### src/hw/rtl/gwpi_pkg.sv
package gwpi_pkg;

  // exponent for a^-1: every unit of GF(2^8)[x]/(x^4+1) has order dividing 1020
  localparam int unsigned EXP_BITS  = 10;
  localparam int unsigned BIT_IDX_W = 4;
  localparam logic [EXP_BITS-1:0] INV_EXP  = 10'd1019;
  localparam logic [BIT_IDX_W-1:0] LAST_BIT = BIT_IDX_W'(EXP_BITS - 1);

  localparam logic [7:0]  GF_POLY_LO = 8'h1B;  // x^8 + x^4 + x^3 + x + 1, low byte
  localparam logic [31:0] WORD_ONE   = 32'h0000_0001;

  typedef enum logic [1:0] {
    ST_IDLE,
    ST_MUL,
    ST_SQR,
    ST_DONE
  } state_e;

  // control into the shared coefficient unit
  typedef struct packed {
    logic       square;    // 1: base*base, 0: acc*base
    logic [1:0] coef_idx;  // output coefficient being formed
  } mul_ctrl_t;

  function automatic logic [7:0] gf_mul(input logic [7:0] a, input logic [7:0] b);
    logic [7:0] acc;
    logic [7:0] x;
    acc = '0;
    x   = a;
    for (int n = 0; n < 8; n++) begin
      if (b[n]) acc = acc ^ x;
      x = x[7] ? ({x[6:0], 1'b0} ^ GF_POLY_LO) : {x[6:0], 1'b0};
    end
    return acc;
  endfunction

endpackage

### src/hw/rtl/gf256_word_poly_inverse.sv
// Inverse of a word polynomial over GF(2^8) modulo x^4 + 1.
//
// Command channel: a word is taken on poly_word_i at a rising edge where
// start is high and busy is low. busy stays high until the result is out.
// Result channel: done_o is high for exactly one cycle with inverse_word_o
// and has_inverse_o valid; the receiver must take it in that cycle, there
// is no backpressure.
//
// The inverse is formed as a^1019 by square-and-multiply over a fixed
// 10-bit exponent. One shared coefficient unit (four GF(2^8) products and
// an XOR) builds one byte of a word product per cycle. 1019 has nine set
// bits: 9 multiplies and 9 squarings, then the result state. A word
// whose bytes XOR to zero has no inverse; done_o is high in the very next
// cycle with a zero result. One word is in flight at a time; the next
// word is taken only once the block is idle again.
//
// Reset (rst_ni low, async) returns the sequencer to idle; no result is
// pending after reset.
module gf256_word_poly_inverse import gwpi_pkg::*; (
  input  logic        clk_i,
  input  logic        rst_ni,
  input  logic        start,
  output logic        busy,
  input  logic [31:0] poly_word_i,
  output logic        done_o,
  output logic [31:0] inverse_word_o,
  output logic        has_inverse_o
);

  state_e state_q, state_d;

  logic [31:0]          acc_q, acc_d;
  logic [31:0]          base_q, base_d;
  logic [23:0]          prod_q, prod_d;      // low bytes of the product in progress
  logic [1:0]           coef_idx_q, coef_idx_d;
  logic [BIT_IDX_W-1:0] bit_idx_q, bit_idx_d;
  logic                 flag_q, flag_d;

  logic       accept;
  logic       at_one_zero;
  logic [7:0] coef;
  logic [31:0] prod_word;
  logic       last_coef;
  mul_ctrl_t  ctrl;

  assign accept      = start && !busy;
  // value at x = 1; zero means (x+1) divides the word, no inverse
  assign at_one_zero = (poly_word_i[7:0] ^ poly_word_i[15:8] ^
                        poly_word_i[23:16] ^ poly_word_i[31:24]) == 8'h00;
  assign last_coef   = coef_idx_q == 2'd3;
  assign prod_word   = {coef, prod_q};

  gwpi_coef_unit u_coef (
    .acc_i  (acc_q),
    .base_i (base_q),
    .ctrl_i (ctrl),
    .coef_o (coef)
  );

  // next state
  always_comb begin
    state_d = state_q;
    case (state_q)
      ST_IDLE: begin
        if (accept) begin
          if (at_one_zero) state_d = ST_DONE;
          else             state_d = INV_EXP[0] ? ST_MUL : ST_SQR;
        end
      end
      ST_MUL: begin
        if (last_coef) state_d = (bit_idx_q == LAST_BIT) ? ST_DONE : ST_SQR;
      end
      ST_SQR: begin
        if (last_coef) begin
          state_d = INV_EXP[BIT_IDX_W'(bit_idx_q + 1'b1)] ? ST_MUL : ST_SQR;
        end
      end
      ST_DONE: state_d = ST_IDLE;
      default: state_d = ST_IDLE;
    endcase
  end

  // outputs and unit control
  always_comb begin
    busy          = 1'b1;
    done_o        = 1'b0;
    ctrl.square   = 1'b0;
    ctrl.coef_idx = coef_idx_q;
    case (state_q)
      ST_IDLE: busy        = 1'b0;
      ST_MUL:  ctrl.square = 1'b0;
      ST_SQR:  ctrl.square = 1'b1;
      ST_DONE: done_o      = 1'b1;
      default: busy        = 1'b0;
    endcase
  end

  // datapath
  always_comb begin
    acc_d      = acc_q;
    base_d     = base_q;
    prod_d     = prod_q;
    coef_idx_d = coef_idx_q;
    bit_idx_d  = bit_idx_q;
    flag_d     = flag_q;
    case (state_q)
      ST_IDLE: begin
        if (accept) begin
          acc_d      = at_one_zero ? '0 : WORD_ONE;
          base_d     = poly_word_i;
          flag_d     = !at_one_zero;
          coef_idx_d = '0;
          bit_idx_d  = '0;
        end
      end
      ST_MUL, ST_SQR: begin
        coef_idx_d = coef_idx_q + 2'd1;
        if (!last_coef) begin
          prod_d[8*coef_idx_q +: 8] = coef;
        end else if (state_q == ST_MUL) begin
          acc_d = prod_word;
        end else begin
          base_d    = prod_word;
          bit_idx_d = BIT_IDX_W'(bit_idx_q + 1'b1);
        end
      end
      default: ;
    endcase
  end

  always_ff @(posedge clk_i or negedge rst_ni) begin
    if (!rst_ni) begin
      state_q <= ST_IDLE;
    end else begin
      state_q <= state_d;
    end
  end

  always_ff @(posedge clk_i) begin
    acc_q      <= acc_d;
    base_q     <= base_d;
    prod_q     <= prod_d;
    coef_idx_q <= coef_idx_d;
    bit_idx_q  <= bit_idx_d;
    flag_q     <= flag_d;
  end

  assign inverse_word_o = acc_q;
  assign has_inverse_o  = flag_q;

  // a word without inverse reports zero
  a_zero_when_none: assert property (@(posedge clk_i) disable iff (!rst_ni)
    done_o && !has_inverse_o |-> inverse_word_o == '0)
    else $error("non-invertible word reported a nonzero result");

  // an accepted word holds the block busy
  a_busy_after_start: assert property (@(posedge clk_i) disable iff (!rst_ni)
    accept |=> busy)
    else $error("block not busy after accepting a word");

  // one result cycle per word
  a_single_strobe: assert property (@(posedge clk_i) disable iff (!rst_ni)
    done_o |=> !done_o && !busy)
    else $error("result strobe longer than one cycle");

  // squaring never runs past the last exponent bit
  a_bit_range: assert property (@(posedge clk_i) disable iff (!rst_ni)
    (state_q == ST_MUL || state_q == ST_SQR) |-> bit_idx_q <= LAST_BIT)
    else $error("exponent bit index out of range");

endmodule

### src/hw/rtl/gwpi_coef_unit.sv
module gwpi_coef_unit import gwpi_pkg::*; (
  input  logic [31:0] acc_i,
  input  logic [31:0] base_i,
  input  mul_ctrl_t   ctrl_i,
  output logic [7:0]  coef_o
);

  logic [31:0] op_a;

  assign op_a = ctrl_i.square ? base_i : acc_i;

  // c[k] = sum_i a[i] * b[(k-i) mod 4], x^4 folds onto 1
  always_comb begin
    logic [1:0] j;
    coef_o = '0;
    for (int i = 0; i < 4; i++) begin
      j      = ctrl_i.coef_idx - 2'(i);
      coef_o = coef_o ^ gf_mul(op_a[8*i +: 8], base_i[8*j +: 8]);
    end
  end

endmodule
### config.mk
export PLATFORM = sky130hd
export DESIGN_NAME = gf256_word_poly_inverse
export DESIGN_NICKNAME = d
export VERILOG_FILES = /design/src/hw/rtl/gwpi_pkg.sv /design/src/hw/rtl/gf256_word_poly_inverse.sv /design/src/hw/rtl/gwpi_coef_unit.sv
export SDC_FILE = /design/constraint.sdc
export NUM_CORES = 1
export LEC_CHECK = 0
export ABC_CLOCK_PERIOD_IN_PS = 12500
export BUFFER_PORTS_ARGS = -buffer_cell sky130_fd_sc_hd__buf_2
export CAP_MARGIN = 10
export CORE_ASPECT_RATIO = 0.5
export CORE_MARGIN = 4
export CORE_UTILIZATION = 55
export DETAILED_ROUTE_END_ITERATION = 8
export PLACE_DENSITY = 0.74
export SYNTH_ARGS = -nofsm -noshare
export SYNTH_HDL_FRONTEND = slang
export SYNTH_SLANG_ARGS = --single-unit
export TNS_END_PERCENT = 30
### constraint.sdc
create_clock -name clk_i -period 12.5 [get_ports clk_i]
set_clock_uncertainty 0.15 [all_clocks]
set_input_delay 0 -clock clk_i [delete_from_list [all_inputs] [get_ports clk_i]]
set_output_delay 0 -clock clk_i [all_outputs]
set_load 0.01 [all_outputs]
==> run metrics, run 1 <==
cell count of the worst hold path 3; H-tree depth 3; die area 21100 sq um; Syn Nets 1113; WS Path Type flop to flop; routed length per instance 24.9 um; Die Wd 201 um; Hold WC Path Type primary input to flop; clk buf depth 2; fin. max-slew vios 0; Fmax 0.169 GHz; CP delay by family, top XOR/XNOR gates; FP Rows 35; MaxCap Viol Count 0; I/O Buffers 69; Final #Nets 1189; Synth area leader edfxtp_1; Slew headroom 0.210; cell area after synthesis 10300 sq um; unrepaired setup endpoints after global routing no; min Tclk post-route 5930 ps; ant diodes 0; TritonCTS Buffers 9; die boundary height 105 um; most used cell, CP xnor2_1; share of layout cells above drive strength 1 0.153; Multi-input gate area 7110 sq um; Residual DRC 0; Final period util 0.474; sequential cell area 2900 sq um; Clk Latency, worst-skew pair 350 ps; Worst EP required 12400 ps; crit path cell chain inv_1, ha_1, inv_1, o21ai_1, nor2_1, xnor2_1, xnor2_1, xnor3_1, xnor2_1, a21oi_1; R2R Setup Slk 6570 ps; Netlist cell types 42; largest net degree at the start of global routing 71; Slowest-stage cell, CP xnor2_1; CTS tree done; global-route wire length before repair 51.2 mm; Starting DRT DRC Count 1004; Avg Cell Area, Syn 9.64 sq um; CP Max Fanout 19; Worst Setup End Kind flop; setup_tns 0 ps; Total GRT Usage 0.325; CP peak stage delay 930 ps; R2R cell count 10; Syn Inst Count 1066; WP buf/inv 2; total gr overflow 0; vias post-DR 8106; initial core utilization 0.560; Clock Sinks 97; Worst-Margin Slew 1180 ps; flops & latches, synth 97; Placer Congestion 1.01; worst reg2reg startpoint coef_idx_q[1]; final antenna-violating net count 0; status finished clean; io pins 70; Yosys top cell area share 0.278; number of fill cells 1515; clock slew at reported path FFs 70 ps; reg-to-reg endpoint base_q[27]; hold path start poly_word_i[3]; initial antenna violation count 0; vias in the first global route 8062; DRT Pass-1 Iters 5; register area share after synthesis 0.283; total core area 18300 sq um; Fin. Hold Viols 0; hold path endpoint base_q[3]; Vias/cell 5.84; # setup viols final 0; post-CTS setup buffer count 0; Critical Path Stages 10; crit path DAT 5830 ps; Final HPWL DP 26.4 mm; Routed WL 34.6 mm; Yosys Warn Count 0; CTS root buf clkbuf_16; Startpoint Class flop; Area Growth Syn to Fin 10.8%; top cells by area, synth edfxtp_1, xnor2_1, xor2_1, nand2_1, mux2_2
layout make-up:
| type | count | share of cell area |
|---|---|---|
| multi-input combinational | 911 | 0.624 |
| sequential | 97 | 0.255 |
| timing repair buffer | 109 | 0.0644 |
| tap | 240 | 0.0264 |
| clock buffer | 9 | 0.0198 |
| clock inverter | 7 | 0.00539 |
| inverter | 14 | 0.00462 |
tightest hold or removal path: stages:
cell and delay, ps:
dlygate4sd3_1 510, buf_2 120, a21o_1 110
synthesized netlist by cell type:
library cell	number
a21oi_1	15
and4b_1	1
o21ai_1	1
inv_1	14
mux2i_1	29
a22oi_1	1
nand2_1	197
nor4_1	2
edfxtp_1	95
or3_1	2
a21o_1	23
mux2i_2	10
nor3_1	1
and3b_1	2
o211ai_1	7
and2_1	26
mux2_2	42
xnor2_1	262
nand3_1	4
mux4_2	20
nor2_1	83
dfrtp_1	2
ha_1	12
buf_4	6
buf_1	3
o21ai_0	3
clkbuf_1	15
xor2_1	108
xor2_2	3
xnor2_2	2
a2111oi_0	1
and3_1	1
a21oi_2	1
a211oi_1	2
mux2i_4	5
nand2b_1	14
buf_2	15
xnor3_1	12
nor2b_1	17
o22a_1	1
o21a_1	1
buf_6	5
worst max path at each step:
stage / startpoint / to / slack, ps
floorplan: coef_idx_q[0] / base_q[27] / 8430
global placement: coef_idx_q[1] / base_q[27] / 6800
detailed placement: coef_idx_q[1] / base_q[27] / 6730
CTS: coef_idx_q[1] / base_q[27] / 6720
global route: coef_idx_q[0] / base_q[27] / 6460
finish: coef_idx_q[1] / base_q[27] / 6570
metrics by stage:
| step | worst slack [ps] | util | cell area (sq um) | hold slack (ps) | std cells |
|---|---|---|---|---|---|
| 2_1_floorplan | 8430 | - | 10300 | -446 | 1066 |
| 3_3_place_gp | 6800 | 0.586 | 10700 | -365 | 1336 |
| 3_5_place_dp | 6730 | 0.586 | 10700 | -363 | 1336 |
| 4_1_cts | 6720 | 0.620 | 11400 | 335 | 1387 |
| 5_1_grt | 6460 | 0.620 | 11400 | 348 | 1387 |
| 6_report | 6570 | 0.620 | 11400 | 345 | 1387 |
routing by layer:
metal / track usage / routed length (um)
met5: 0 / 0
met4: 0.0936 / 899
met3: 0.0794 / 3540
met2: 0.490 / 15000
met1: 0.466 / 15100
placed cells by master, fill, tap and decap left out, types with 11 or more instances in the layout:
master | Yosys | final
mux2i_1 | 29 | 29
mux2_2 | 42 | 42
xor2_1 | 108 | 108
nand2b_1 | 14 | 14
a21o_1 | 23 | 23
mux4_2 | 20 | 20
nor2b_1 | 17 | 17
buf_2 | 15 | 69
xnor2_1 | 262 | 262
nand2_1 | 197 | 197
a21oi_1 | 15 | 13
dlygate4sd3_1 | 0 | 35
xnor3_1 | 12 | 12
edfxtp_1 | 95 | 95
inv_1 | 14 | 14
nor2_1 | 83 | 83
ha_1 | 12 | 11
and2_1 | 26 | 26
cell families (layout without fill, tap and decap cells):
group,count (synthesis),after routing,synth area share
and+or+nand+nor,350,350,0.145
buffers and inverters,58,139,0.0289
DFF,97,97,0.283
AOI/OAI and AO/OA,56,56,0.0367
xor gates and xnor gates,387,387,0.350
muxes,106,106,0.142
adders and majority gates,12,12,0.0146
registers in the layout, summed over array words and instances, names as in the netlist:
name,flops
coef_idx_q,2
state_q,2
base_q,32
prod_q,24
has_inverse_o,1
inverse_word_o,32
bit_idx_q,4
repair_timing:
item | 4_1_cts | 5_1_grt
hold endpoints to repair | 37 | 0
hold buffers | 35 | 0
gates resized for setup | 0 | 0
Power of run 1 is left out: the tool's default activity adds up to more than one toggle a clock period on the data nets, which glitch-free logic cannot reach.
==> inputs of run 2 (changes only) <==
Settings changed: ABC_AREA set to 1, ABC_CLOCK_PERIOD_IN_PS 12500 to 5860, PLACE_DENSITY 0.74 to 0.73.
Clock period 12.5 ns to 5.86 ns, I/O delays scaled along.
==> run 2 against run 1 <==
  * Wire length rose by 34%
  * Design area is 19% higher
  * Sequential cell count is the same
  * Critical endpoint is now prod_q[13]
  * Highest routed layer unchanged
==> run metrics, run 2 <==
status finished clean; io pins 70; fin. max-slew vios 0; M1 WL 20.1 mm; Yosys top cell area share 0.319; Synth Flop Type edfxtp_1; Final HPWL DP 37.3 mm; ant diodes 0; Clock Sinks 97; share of layout cells above drive strength 1 0.0910; I/O Buffers 69; clock slew at reported path FFs 70 ps; CTS tree done; Vias/cell 5.47; Synth area leader nand2_1; vias in the first global route 12400; TritonCTS Buffers 9; Yosys Warn Count 0; Fin. Hold Viols 0; Highest Signal Layer met4; crit path DAT 4840 ps; number of synthesized flops with an enable pin 95; smallest setup slack after layout 972 ps; clk buf depth 2; cell area after synthesis 12400 sq um; post-synthesis adder-cell area fraction 0.0121; top cells by area, synth nand2_1, edfxtp_1, nand3_1, inv_1, nor2_1; global-route wire length before repair 70.5 mm; Hold WC Path Type primary input to flop; Commonest cells post-synth nand2_1, inv_1, nand3_1, nor2_1, edfxtp_1; Routed WL 46.4 mm; mux share of post-synthesis cell area 0; CTS root buf clkbuf_16; routed length per instance 18.2 um; FP Rows 38; routed wl met3 7.08 mm; Residual DRC 0; Worst Setup End Kind flop; die area 25100 sq um; die boundary height 114 um; Slowest-stage cell, CP ha_1; total core area 21900 sq um; asr flop ratio synth 0.0206; MaxCap Viol Count 0; Multi-input gate area 8150 sq um; met2 routed WL 18.1 mm; CP Max Fanout 30; Netlist cell types 43; post-CTS setup buffer count 0; initial core utilization 0.565; final antenna-violating net count 0; Die Wd 220 um; Syn Inst Count 2161; flops & latches, synth 97; WS Path Type flop to flop; Final #Nets 2294; sequential cell area 2900 sq um; post-layout util 0.618; Worst-Margin Slew 1190 ps; Syn Nets 2208; largest net degree at the start of global routing 66; simple-gate portion of the synthesized area 0.510; number of fill cells 2154; Startpoint Class flop; min Tclk post-route 4890 ps; initial antenna violation count 0; Final period util 0.834; pre-CTS worst setup slack 1100 ps; Clk Latency, worst-skew pair 350 ps; most common cell after layout, fill and taps aside nand2_1; Synth Area in Compound Gates 0.0480; Avg Cell Area, Syn 5.72 sq um; vias post-DR 14000; Slew headroom 0.201; H-tree depth 3; count leader, synth nand2_1; total gr overflow 0; Worst EP required 5810 ps; unrepaired setup endpoints after global routing no; register area share after synthesis 0.235; Area Growth Syn to Fin 9.35%; crit path cell chain inv_2, ha_1, inv_2, nand3_1, nand2_1, nor2_1, xor2_1, nand3_1, nand2_1, inv_1, nand2_1, nand2_1, nand2_1, inv_1, nor2_1, nand2_1, nand3_1, nor2_1; post_cts resized 0; most frequent cells in the layout nand2_1, inv_1, nand3_1; CP peak stage delay 780 ps; Placer Congestion 1.07; hold slack 328 ps; Fmax 0.205 GHz; largest family of logic cells by synthesized area simple AND/OR/NAND/NOR gates; # setup viols final 0; most used cell, CP nand2_1; Starting DRT DRC Count 2024; Synth Area in XOR/XNOR 0.0873; DRT Pass-1 Iters 7; Total GRT Usage 0.370; setup_tns 0 ps
[run 2: changes by cell type after synthesis, moves of 39 or more]
cell,delta
nand2_1,+852
inv_1,+232
nand3_1,+205
xnor2_1,-198
nor2_1,+74
xor2_1,-60
nand2_2,+45
mux2_2,-42
o21ai_1,+39
[run 2: kinds of logic (layout without fill, tap and decap cells)]
logic type	after synthesis	after routing
AO/OA/AOI/OAI	100	100
flip-flops	97	97
adder cells (fa/ha/maj)	12	12
buffers and inverters	311	402
XOR/XNOR	118	118
AND/OR/NAND/NOR	1523	1523
[run 2: layout make-up]
| class | instances | area share |
|---|---|---|
| multi-input combinational | 1753 | 0.603 |
| sequential | 97 | 0.215 |
| inverter | 272 | 0.0761 |
| timing repair buffer | 114 | 0.0570 |
| tap | 300 | 0.0278 |
| clock buffer | 9 | 0.0167 |
| clock inverter | 7 | 0.00463 |
[run 2: timing repair]
action | CTS | global route
endpoints found under the hold margin | 36 | 0
hold buffers | 35 | 0
endpoints found under the setup margin | 0 | 0
[run 2: final timing paths]
check | end | cells after the start | slack [ps] | startpoint
worst max-delay path | prod_q[13] | 18 | 970 | coef_idx_q[1]
worst min-delay path | base_q[13] | 4 | 330 | poly_word_i[13]
worst max register to register | prod_q[13] | 18 | 970 | coef_idx_q[1]
worst min register to register | inverse_word_o[6] | 2 | 380 | prod_q[6]
max in group asynchronous | state_q[0] | 3 | 5100 | rst_ni
min in group asynchronous | state_q[1] | 3 | 340 | rst_ni
[run 2: critical path, delay by kind of cell, from the launching register on]
| kind | cells | cell delay [ps] |
|---|---|---|
| xor+xnor | 1 | 260 |
| simple gates | 12 | 1950 |
| fa+ha+maj | 1 | 780 |
| flops | 1 | 670 |
| buf+inv | 4 | 810 |
[run 2: per-layer routing]
metal	track usage	vias to the layer above
met2	0.525	781
met3	0.127	77
li1	-	6854
met1	0.541	6243
met5	0	-
met4	0.0865	0
[run 2: through the flow]
step | cell area [sq um] | instances
3_3_place_gp | 12900 | 2501
6_report | 13500 | 2552
2_1_floorplan | 12400 | 2161
3_5_place_dp | 12900 | 2501
4_1_cts | 13500 | 2552
5_1_grt | 13500 | 2552
Power of run 2 is left out for the same reason.
